===== src/rtl/gdd_pkg.sv =====
// Package: payload types, constants and month table for the Gregorian day difference unit.
`default_nettype none
package gdd_pkg;

	localparam int DayW    = 5;
	localparam int MonthW  = 4;
	localparam int YearW   = 14;
	localparam int SerialW = 23;
	localparam int DistW   = 22;
	localparam int LeapW   = 13;
	localparam int DbmW    = 9;
	localparam int QuotW   = 8;
	localparam int RecipW  = 13;
	localparam int ProdW   = YearW + RecipW;

	// floor(x / 100) = (x * Recip100) >> Recip100Shift for every 14-bit x
	localparam logic [RecipW-1:0] Recip100      = 13'd5243;
	localparam int                Recip100Shift = 19;
	localparam logic [8:0]        DaysPerYear   = 9'd365;

	localparam logic [DistW-1:0] MaxDistance = {DistW{1'b1}};

	typedef logic signed [1:0] order_t;
	localparam order_t OrderEqual   = 2'sb00;
	localparam order_t OrderLater   = 2'sb01;
	localparam order_t OrderEarlier = 2'sb11;

	typedef struct packed {
		logic [DayW-1:0]   day_a;
		logic [MonthW-1:0] month_a;
		logic [YearW-1:0]  year_a;
		logic [DayW-1:0]   day_b;
		logic [MonthW-1:0] month_b;
		logic [YearW-1:0]  year_b;
	} in_beat_t;

	typedef struct packed {
		order_t           order;
		logic [DistW-1:0] day_distance;
	} out_beat_t;

	function automatic logic [DbmW-1:0] days_before_month(input logic [MonthW-1:0] month);
		logic [DbmW-1:0] d;
		unique case (month)
			4'd0:    d = 9'd0;
			4'd1:    d = 9'd0;
			4'd2:    d = 9'd31;
			4'd3:    d = 9'd59;
			4'd4:    d = 9'd90;
			4'd5:    d = 9'd120;
			4'd6:    d = 9'd151;
			4'd7:    d = 9'd181;
			4'd8:    d = 9'd212;
			4'd9:    d = 9'd243;
			4'd10:   d = 9'd273;
			4'd11:   d = 9'd304;
			4'd12:   d = 9'd334;
			4'd13:   d = 9'd365;
			4'd14:   d = 9'd396;
			default: d = 9'd427;
		endcase
		return d;
	endfunction

endpackage
`default_nettype wire


===== src/rtl/gdd_if.sv =====
// Interfaces: valid/ready channels for date pair beats and result beats.
`default_nettype none
interface gdd_in_if;
	import gdd_pkg::*;
	logic     valid;
	logic     ready;
	in_beat_t data;
	modport source (output valid, output data, input ready);
	modport sink (input valid, input data, output ready);
endinterface

interface gdd_out_if;
	import gdd_pkg::*;
	logic      valid;
	logic      ready;
	out_beat_t data;
	modport source (output valid, output data, input ready);
	modport sink (input valid, input data, output ready);
endinterface
`default_nettype wire


===== src/rtl/gdd_serial.sv =====
// Three-stage pipeline that turns one Gregorian date into its serial day number.
`default_nettype none
module gdd_serial (
	input  wire logic                        clk,
	input  wire logic                        en,
	input  wire logic [gdd_pkg::DayW-1:0]    day,
	input  wire logic [gdd_pkg::MonthW-1:0]  month,
	input  wire logic [gdd_pkg::YearW-1:0]   year,
	output logic      [gdd_pkg::SerialW-1:0] serial
);
	import gdd_pkg::*;

	// stage 1: products
	logic [DayW-1:0]    day_s1;
	logic [MonthW-1:0]  month_s1;
	logic [YearW-1:0]   year_s1;
	logic [YearW-1:0]   prev_s1;
	logic               nonzero_s1;
	logic [ProdW-1:0]   prod_y_s1;
	logic [ProdW-1:0]   prod_p_s1;
	logic [SerialW-1:0] n365_s1;

	// stage 2: quotients, remainder, leap-day count
	logic [DayW-1:0]    day_s2;
	logic [MonthW-1:0]  month_s2;
	logic [SerialW-1:0] n365_s2;
	logic               leap_s2;
	logic [LeapW-1:0]   lcount_s2;

	logic [YearW-1:0] prev;
	logic [QuotW-1:0] q_y;
	logic [QuotW-1:0] q_p;
	logic [YearW-1:0] rem_y;
	logic             leap;
	logic [LeapW-1:0] lcount;

	assign prev = year - YearW'(1);

	always_ff @(posedge clk) begin
		if (en) begin
			day_s1     <= day;
			month_s1   <= month;
			year_s1    <= year;
			prev_s1    <= prev;
			nonzero_s1 <= (year != '0);
			prod_y_s1  <= ProdW'(year) * ProdW'(Recip100);
			prod_p_s1  <= ProdW'(prev) * ProdW'(Recip100);
			n365_s1    <= SerialW'(year) * SerialW'(DaysPerYear);
		end
	end

	assign q_y   = QuotW'(prod_y_s1 >> Recip100Shift);
	assign q_p   = QuotW'(prod_p_s1 >> Recip100Shift);
	assign rem_y = year_s1 - YearW'(YearW'(q_y) * YearW'(100));
	assign leap  = (rem_y == '0) ? (q_y[1:0] == 2'd0) : (year_s1[1:0] == 2'd0);
	assign lcount = nonzero_s1
		? LeapW'(LeapW'(prev_s1 >> 2) - LeapW'(q_p) + LeapW'(q_p >> 2) + LeapW'(1))
		: '0;

	always_ff @(posedge clk) begin
		if (en) begin
			day_s2    <= day_s1;
			month_s2  <= month_s1;
			n365_s2   <= n365_s1;
			leap_s2   <= leap;
			lcount_s2 <= lcount;
		end
	end

	// stage 3: sum
	always_ff @(posedge clk) begin
		if (en) begin
			serial <= n365_s2 + SerialW'(lcount_s2)
				+ SerialW'(days_before_month(month_s2))
				+ SerialW'(leap_s2 && (month_s2 > MonthW'(2)))
				+ SerialW'(day_s2);
		end
	end

endmodule
`default_nettype wire


===== src/rtl/gregorian_day_difference_unit.sv =====
// Top level: order and day distance between two Gregorian dates.
// Accepts one date pair per cycle while the output side keeps up, and returns one result per
// pair, in order. The four register stages are the
// reciprocal multiplies for the divisions by 100, the leap-day count, the serial-day sum
// and the final subtract with saturation at the largest 22-bit value; the last stage is
// the output register. The whole pipeline advances when the output register is empty or
// its beat is taken, so din.ready follows dout.ready in the same cycle.
`default_nettype none
module gregorian_day_difference_unit (
	input wire logic clk,
	input wire logic arst_n,
	gdd_in_if.sink   din,
	gdd_out_if.source dout
);
	import gdd_pkg::*;

	logic en;
	logic v_s1, v_s2, v_s3, v_s4;
	order_t ord_in, ord_s1, ord_s2, ord_s3, ord_s4;
	logic [SerialW-1:0] serial_a, serial_b, diff;
	logic [DistW-1:0]   dist_s4;

	assign en        = !v_s4 || dout.ready;
	assign din.ready = en;

	always_comb begin
		priority if (din.data.year_a != din.data.year_b) begin
			ord_in = (din.data.year_a > din.data.year_b) ? OrderLater : OrderEarlier;
		end else if (din.data.month_a != din.data.month_b) begin
			ord_in = (din.data.month_a > din.data.month_b) ? OrderLater : OrderEarlier;
		end else if (din.data.day_a != din.data.day_b) begin
			ord_in = (din.data.day_a > din.data.day_b) ? OrderLater : OrderEarlier;
		end else begin
			ord_in = OrderEqual;
		end
	end

	gdd_serial u_serial_a (
		.clk    (clk),
		.en     (en),
		.day    (din.data.day_a),
		.month  (din.data.month_a),
		.year   (din.data.year_a),
		.serial (serial_a)
	);

	gdd_serial u_serial_b (
		.clk    (clk),
		.en     (en),
		.day    (din.data.day_b),
		.month  (din.data.month_b),
		.year   (din.data.year_b),
		.serial (serial_b)
	);

	always_ff @(posedge clk or negedge arst_n) begin
		if (!arst_n) begin
			v_s1 <= 1'b0;
			v_s2 <= 1'b0;
			v_s3 <= 1'b0;
			v_s4 <= 1'b0;
		end else if (en) begin
			v_s1 <= din.valid;
			v_s2 <= v_s1;
			v_s3 <= v_s2;
			v_s4 <= v_s3;
		end
	end

	assign diff = (serial_a > serial_b) ? (serial_a - serial_b) : (serial_b - serial_a);

	always_ff @(posedge clk) begin
		if (en) begin
			ord_s1  <= ord_in;
			ord_s2  <= ord_s1;
			ord_s3  <= ord_s2;
			ord_s4  <= ord_s3;
			dist_s4 <= diff[SerialW-1] ? MaxDistance : diff[DistW-1:0];
		end
	end

	assign dout.valid             = v_s4;
	assign dout.data.order        = ord_s4;
	assign dout.data.day_distance = dist_s4;

endmodule
`default_nettype wire

===== src/flat_wrapper.sv =====
// flat-port wrapper written by rule: the top's interface ports become plain ports
module gregorian_day_difference_unit_flat import gdd_pkg::*;
  (clk, arst_n, din_valid, din_data, din_ready, dout_valid, dout_data, dout_ready);
  gdd_in_if din_i ();
  gdd_out_if dout_i ();
  input wire logic clk;
  input wire logic arst_n;
  input wire logic [$bits(din_i.valid)-1:0] din_valid;
  input wire logic [$bits(din_i.data)-1:0] din_data;
  output wire logic [$bits(din_i.ready)-1:0] din_ready;
  output wire logic [$bits(dout_i.valid)-1:0] dout_valid;
  output wire logic [$bits(dout_i.data)-1:0] dout_data;
  input wire logic [$bits(dout_i.ready)-1:0] dout_ready;
  assign din_i.valid = din_valid;
  assign din_i.data = din_data;
  assign din_ready = din_i.ready;
  assign dout_valid = dout_i.valid;
  assign dout_data = dout_i.data;
  assign dout_i.ready = dout_ready;
  gregorian_day_difference_unit u_core (.clk(clk), .arst_n(arst_n), .din(din_i), .dout(dout_i));
endmodule

===== config.mk =====
export PLATFORM = sky130hd
export DESIGN_NAME = gregorian_day_difference_unit_flat
export DESIGN_NICKNAME = d
export VERILOG_FILES = /design/src/rtl/gdd_pkg.sv /design/src/rtl/gdd_if.sv /design/src/rtl/gdd_serial.sv /design/src/rtl/gregorian_day_difference_unit.sv /design/src/flat_wrapper.sv
export SDC_FILE = /design/constraint.sdc
export NUM_CORES = 2
export LEC_CHECK = 0
export BUFFER_PORTS_ARGS = -buffer_cell sky130_fd_sc_hd__buf_2
export CAP_MARGIN = 20
export CELL_PAD_IN_SITES_DETAIL_PLACEMENT = 0
export CELL_PAD_IN_SITES_GLOBAL_PLACEMENT = 1
export CORE_AREA = 5 5 311 313
export CTS_CLUSTER_DIAMETER = 50
export DETAILED_ROUTE_END_ITERATION = 10
export DIE_AREA = 0 0 316 318
export GPL_TIMING_DRIVEN = 0
export PLACE_DENSITY_LB_ADDON = 0.15
export SYNTH_ARGS = -nofsm -noshare
export SYNTH_HDL_FRONTEND = slang
export SYNTH_SLANG_ARGS = --single-unit

===== constraint.sdc =====
create_clock -name clk -period 19 [get_ports clk]
set_clock_uncertainty 0.05 [all_clocks]
set_input_delay 0 -clock clk [delete_from_list [all_inputs] [get_ports clk]]
set_output_delay 0 -clock clk [all_outputs]
set_load 0.03 [all_outputs]

# --- Word-level counts from Yosys, hierarchy flattened ---
# Memories as Yosys holds them, arrays and structs flattened. A register that Yosys moved wholly into a read port is not among the register bits.
# Cells that the tools add are included.
word_totals:
  reg_bits: 402
  latch_bits: 0
  ram_bits: 0
  mem_bits_ro: 288
  input_bits: 50
  out_inout_bits: 26
  wordCells: 101
  mem_count: 2
memory_table:
  columns: ["name", "words", "word_bits", "rd", "rd_clocked_by_memory_dff", "wr", "line", "source"]
  rows:
  - ["(no name shown)", 16, 9, 1, 1, 0, "gdd_pkg.sv:44", "unique case (month)"]
  - ["(no name shown)", 16, 9, 1, 1, 0, "gdd_pkg.sv:44", null]
op_classes:
  add_sub_neg: 20
  n_mul: 8
  n_div: 0
  n_lt_le_gt_ge: 6
  n_eq_ne: 3
  shift: 0
  muxes: 13
  bitwise_logic: 0
  n_reduce_logical: 12
op_table:
  columns: ["operator", "count"]
  rows:
  - ["14-bit by 13-bit multiplier with 27-bit output, second input constant", 4]
  - ["23-bit by 1-bit adder with 23-bit output", 2]
  - ["23-bit by 13-bit adder with 23-bit output", 2]
  - ["23-bit by 5-bit adder with 23-bit output", 2]
  - ["23-bit by 9-bit adder with 23-bit output", 2]
  - ["14-bit by 9-bit multiplier with 23-bit output, second input constant", 2]
  - ["23-bit subtractor", 2]
  - ["14-bit logical NOT", 2]
  - ["14-bit nonzero test", 2]
  - ["14-bit by 1-bit subtractor with 14-bit output, second input constant", 2]
  - ["14-bit subtractor", 2]
  - ["13-bit by 1-bit adder with 13-bit output, second input constant", 2]
  - ["13-bit by 6-bit adder with 13-bit output", 2]
  - ["12-bit by 8-bit subtractor with 13-bit output", 2]
  - ["8-bit by 5-bit multiplier with 12-bit output, second input constant", 2]
  - ["23-bit greater-than comparator", 1]
  - ["23-bit 2-to-1 mux", 1]
  - ["9-bit 2-to-1 mux", 2]
  - ["14-bit greater-than comparator", 1]
  - ["14-bit inequality test", 1]
  - ["2-bit 2-to-1 mux", 6]
  - ["4-bit by 2-bit greater-than comparator with 1-bit output, second input constant", 2]
  - ["2-bit logical NOT", 4]
  - ["4-bit 2-to-1 mux", 2]
  - ["8 further kinds", 10]

# --- Depth between registers and ports, before layout ---
depth:
  word_depth: 6
  ltp_mapped: 30
  mapped_depth_nobuf: 30

# --- Cells and area by module ---
# A second synthesis with hierarchy kept.
hier_totals:
  hier_cells: 3603
  area_unflattened_um2: 38393.1
by_module_without_submodules:
  columns: ["mod", "instances", "cells_per_inst", "area_each_um2", "seq_area_each_um2"]
  rows:
  - ["gdd_serial at u_core.u_serial_a", 1, 1529, 17067.6, 4444.3]
  - ["gdd_serial at u_core.u_serial_b", 1, 1509, 16764.8, 4444.3]
  - ["gregorian_day_difference_unit", 1, 565, 4560.6, 1001.0]

# --- Least setup slack after synthesis ---
# OpenSTA, ideal clock, no wires.
synth_path:
  path_kind: "register to register"
  startpoint: "register u_core.v_s4, in the netlist u_core.dout.valid"
  endpoint: "register (tool-made name)"
  setup_ns: 0.150
  arrival_ns: 12.629
  t_required_ns: 18.800
  path_slack_ns: 6.171
  path_stages_with_launch: 7
  n_path_buf: 2
  synth_period_minus_slack_ns: 12.829
  cell_sequence: "dfrtp_1 -> nand2b_1 -> clkbuf_1 -> buf_1 -> mux2i_1 -> ha_1 -> mux4_2"
synth_rtl:
  columns: ["item", "line", "source"]
  rows:
  - ["start: declaration", "gregorian_day_difference_unit.sv:18", "logic v_s1, v_s2, v_s3, v_s4;"]
  - ["start signal: assignment", "gregorian_day_difference_unit.sv:66", "v_s4 <= v_s3;"]

# --- Worst setup path after layout ---
layout_path:
  startpoint: "input din_data[1]"
  endpoint: "register u_core.u_serial_b.prod_p_s1[26] (data pin)"
layout_between:
  elab_chain_cells: 2
layout_rtl:
  columns: ["item", "line", "source"]
  rows:
  - ["start: declaration", "flat_wrapper.sv:9", "input wire logic [$bits(din_i.data)-1:0] din_data;"]
  - ["14-bit by 1-bit subtractor with 14-bit output", "gdd_serial.sv:37", "assign prev = year - YearW'(1);"]
  - ["via u_core.u_serial_b.prev[11]", "gdd_serial.sv:30", "logic [YearW-1:0] prev;"]
  - ["14-bit by 13-bit multiplier with 27-bit output", "gdd_serial.sv:47", "prod_p_s1 <= ProdW'(prev) * ProdW'(Recip100);"]
  - ["end signal: assignment", "gdd_serial.sv:47", null]
  - ["end: declaration", "gdd_serial.sv:20", "logic [ProdW-1:0] prod_p_s1;"]
# The timed path passes the listed nets, and every way through them passes these cells.
# A chain may end at the register's enable or synchronous reset.

==> impl_metrics.tcl <==
set metrics [dict create \
    postCtsSetupRepairBufs 0 \
    largest_net_degree_at_the_start_of_global_routing 42 \
    dp_hpwl_mm 69.8 \
    top_cells_by_area_in_the_synthesized_netlist "edfxtp_1 25%, ha_1 25%, fa_1 20%" \
    drt-wirelength-per-cell_um 16.9 \
    dieArea_um2 100000 \
    design.core.area_um2 94000 \
    initial_utilization_pct 39.5 \
    layout.area.seq_um2 9890 \
    max_slew_margin_pct 27.6 \
    max_slew.worst_pin.slew_ns 1.08 \
    synthesis.yosys.warnings 0 \
    cts.sink_count 336 \
    setup_viol 0 \
    critical_path_required_ns 19.28 \
    synthesis.area_per_instance_um2 10.8 \
    cts-buffers-inserted 46 \
    rows 113 \
    min_period_ns 8.30 \
    yosys_register_bits 336 \
    cap_viol_max_count 0 \
    synth_compound_gate_area_share_pct 7.99 \
    synth_xor_xnor_area_share_pct 4.52 \
    mostFrequentLayoutCell "inv_1" \
    post_cts_resized 0 \
    die_width_um 316 \
    ctsHoldBuffers 49 \
    result_of_the_run "completed" \
    port-buffer-count 75 \
    synth_nets 4594 \
    mappedNetlistArea_um2 37200 \
    synth_largest_type_area_fraction_pct 25.4 \
    class_of_the_tightest_hold_or_removal_check "in -> reg" \
    async_flop_share_pct 1.19 \
    fraction_of_layout_cells_with_a_size_suffix_above_1_pct 5.93 \
    antenna_violating_nets_post_route 0 \
    share_of_synthesized_cell_area_in_and_or_nand_and_nor_gates_pct 6.13 \
    critPathCaptureType "flip-flop" \
    layout.nets 4778 \
    setup.worst_path.start_class "input port" \
    report.final.hold_viol_count 0 \
    critPathSlowestCell "o41ai_1" \
    tritoncts_clock_tree "built" \
    cts_buffer_depth 3 \
    muxShareOfSynthArea_pct 1.07 \
    clock_latency_reported_for_the_late_side_of_the_worst_skew_pair_ns 0.61 \
    critical_path_peak_fanout 10 \
    library_cell_appearing_most_often_on_the_critical_path "inv_1" \
    drt_first_pass_iters 5 \
    number_of_antenna_violations_at_the_first_check_in_global_routing 2 \
    multiInputGateArea_um2 24000 \
    drt-total-wl_mm 83.2 \
    gp_routability_congestion 0.829 \
    synth_fa_ha_area_share_pct 44.8 \
    timing.setup.critical_path_class "in -> reg" \
    cts.htree.levels 2 \
    synth_sequential_area_ratio_pct 26.6 \
    grt.total_usage_pct 17.1 \
    cts.clk_slew.worst_paths_ns 0.06 \
    synthDominantAreaCellType "edfxtp_1" \
    avgViaCountPerCell 4.67 \
    ios 76 \
    max_freq_ghz 0.120 \
    route.detailed.drc 0 \
    yosys_most_used_dff "edfxtp_1" \
    max_stage_delay_ns 0.69 \
    n_fill_cell 8995 \
    global_route.overflow_total 0 \
    via_count_of_the_first_global_routing_pass 24100 \
    ctsRootBufferMaster "clkbuf_16" \
    setup_repair_after_global_routing_missed_its_margin "no" \
    dr.first_iter.drc_count 1100 \
    synth_top_family_by_area "adder cells" \
    num_vias 23000 \
    finalSetupTns_ns 0 \
    final.period_utilization_pct 43.7 \
    netlist-cell-type-count 81 \
    critPathArrivalTime_ns 8.58 \
    final-max-slew-violation-count 0 \
    area.growth.synth_to_final_pct 11.3 \
    post_synth_edffs 314 \
    syn_inst 3439 \
    most-common-layout-cells "825 x inv_1, 728 x ha_1, 377 x fa_1" \
    die_height_um 318 \
    grt_pass1_wl_mm 136 \
]
cell families after synthesis:
group                      after synthesis
DFF                                    336
xor gates and xnor gates               191
AOI/OAI and AO/OA                      453
adders and majority gates             1105
buffers and inverters                  853
and+or+nand+nor                        466
muxes                                   35
metal layers:
layer | wire length [µm] | track usage, % | vias to the layer above
li1 | - | - | 11800
met1 | 43300 | 26.4 | 10900
met2 | 36100 | 26.2 | 255
met3 | 2500 | 1.91 | 75
met4 | 1310 | 2.92 | 0
met5 | 0 | 0 | -
sequential cells by signal, summed over array words and instances (netlist names), 8 cells and up, named ones only:
signal / cells
u_core.dist_s4: 22
u_core.u_serial_a.lcount_s2: 13
u_core.u_serial_a.n365_s1: 21
u_core.u_serial_a.n365_s2: 23
u_core.u_serial_a.prev_s1: 12
u_core.u_serial_a.prod_p_s1: 8
u_core.u_serial_a.prod_y_s1: 8
u_core.u_serial_a.serial: 23
u_core.u_serial_a.year_s1: 14
u_core.u_serial_b.lcount_s2: 13
u_core.u_serial_b.n365_s1: 21
u_core.u_serial_b.n365_s2: 23
u_core.u_serial_b.prev_s1: 12
u_core.u_serial_b.prod_p_s1: 8
u_core.u_serial_b.prod_y_s1: 8
u_core.u_serial_b.serial: 23
u_core.u_serial_b.year_s1: 14
stage by stage:
| step | setup WS [ns] | area (µm²) | utilization [%] | cells | hold WS (ns) |
|---|---|---|---|---|---|
| floorplan | 6.17 | 37200 | - | 3439 | -0.346 |
| global placement | 0.752 | 39100 | 41.6 | 4779 | -0.241 |
| detailed placement | 10.60 | 39300 | 41.8 | 4789 | -0.239 |
| CTS | 10.70 | 41300 | 44.0 | 4922 | 0.0319 |
| global route | 10.0 | 41400 | 44.0 | 4926 | 0.0563 |
| finish | 10.70 | 41400 | 44.0 | 4927 | 0.0765 |
Yosys cell counts (8+ instances only):
cell type  instances
a21boi_0          11
nor3_1            41
o21bai_1          23
a211oi_1          12
a21o_1            55
xor2_1            44
fa_1             377
a31oi_1           12
and2_1            26
nand4_1           23
ha_1             728
xnor2_1          146
a21oi_1          131
o21ai_0           91
mux2_2            10
nor2_1           119
mux2i_1           21
o211ai_1          15
inv_1            825
o31ai_1            8
edfxtp_1         314
buf_2              8
dfxtp_1           18
and3_1            13
nor2b_1           28
nand2b_1          17
nand2_1          118
nand3_1           41
o21a_1            24
area by class of cell:
cell class                      instances  area share, %
Multi-Input combinational cell       2250           58.0
Sequential cell                       336           23.9
Inverter                              825           7.49
Tap cell                             1265           3.83
Clock buffer                           54           2.88
Timing Repair Buffer                  136           2.54
Clock inverter                         30          0.874
Buffer                                 28          0.475
Antenna cell                            3         0.0182
worst paths after layout:
check	from	to	slack (ns)	depth (start not counted)
setup / recovery	din_data[1]	u_core.u_serial_b.prod_p_s1[26]	10.70	30
hold / removal	din_data[37]	u_core.u_serial_a.month_s1[0]	0.08	2
setup reg to reg	u_core.u_serial_b.day_s2[1]	u_core.u_serial_b.serial[17]	14.25	15
hold reg to reg	u_core.u_serial_a.n365_s1[16]	u_core.u_serial_a.n365_s2[16]	0.34	0
max in group asynchronous	arst_n	u_core.v_s2	18.46	3
min in group asynchronous	arst_n	u_core.v_s1	0.25	3
worst max-delay path, delay by kind of cell:
kind	cells	cell delay [ns]
adder cells (fa/ha/maj)	7	2.97
AO/OA/AOI/OAI	10	2.89
AND/OR/NAND/NOR	3	0.33
buffers and inverters	8	1.75
XOR/XNOR	2	0.63
Power is left out: the tool's default activity adds up to more than one toggle a clock period on the data nets, which glitch-free logic cannot reach.
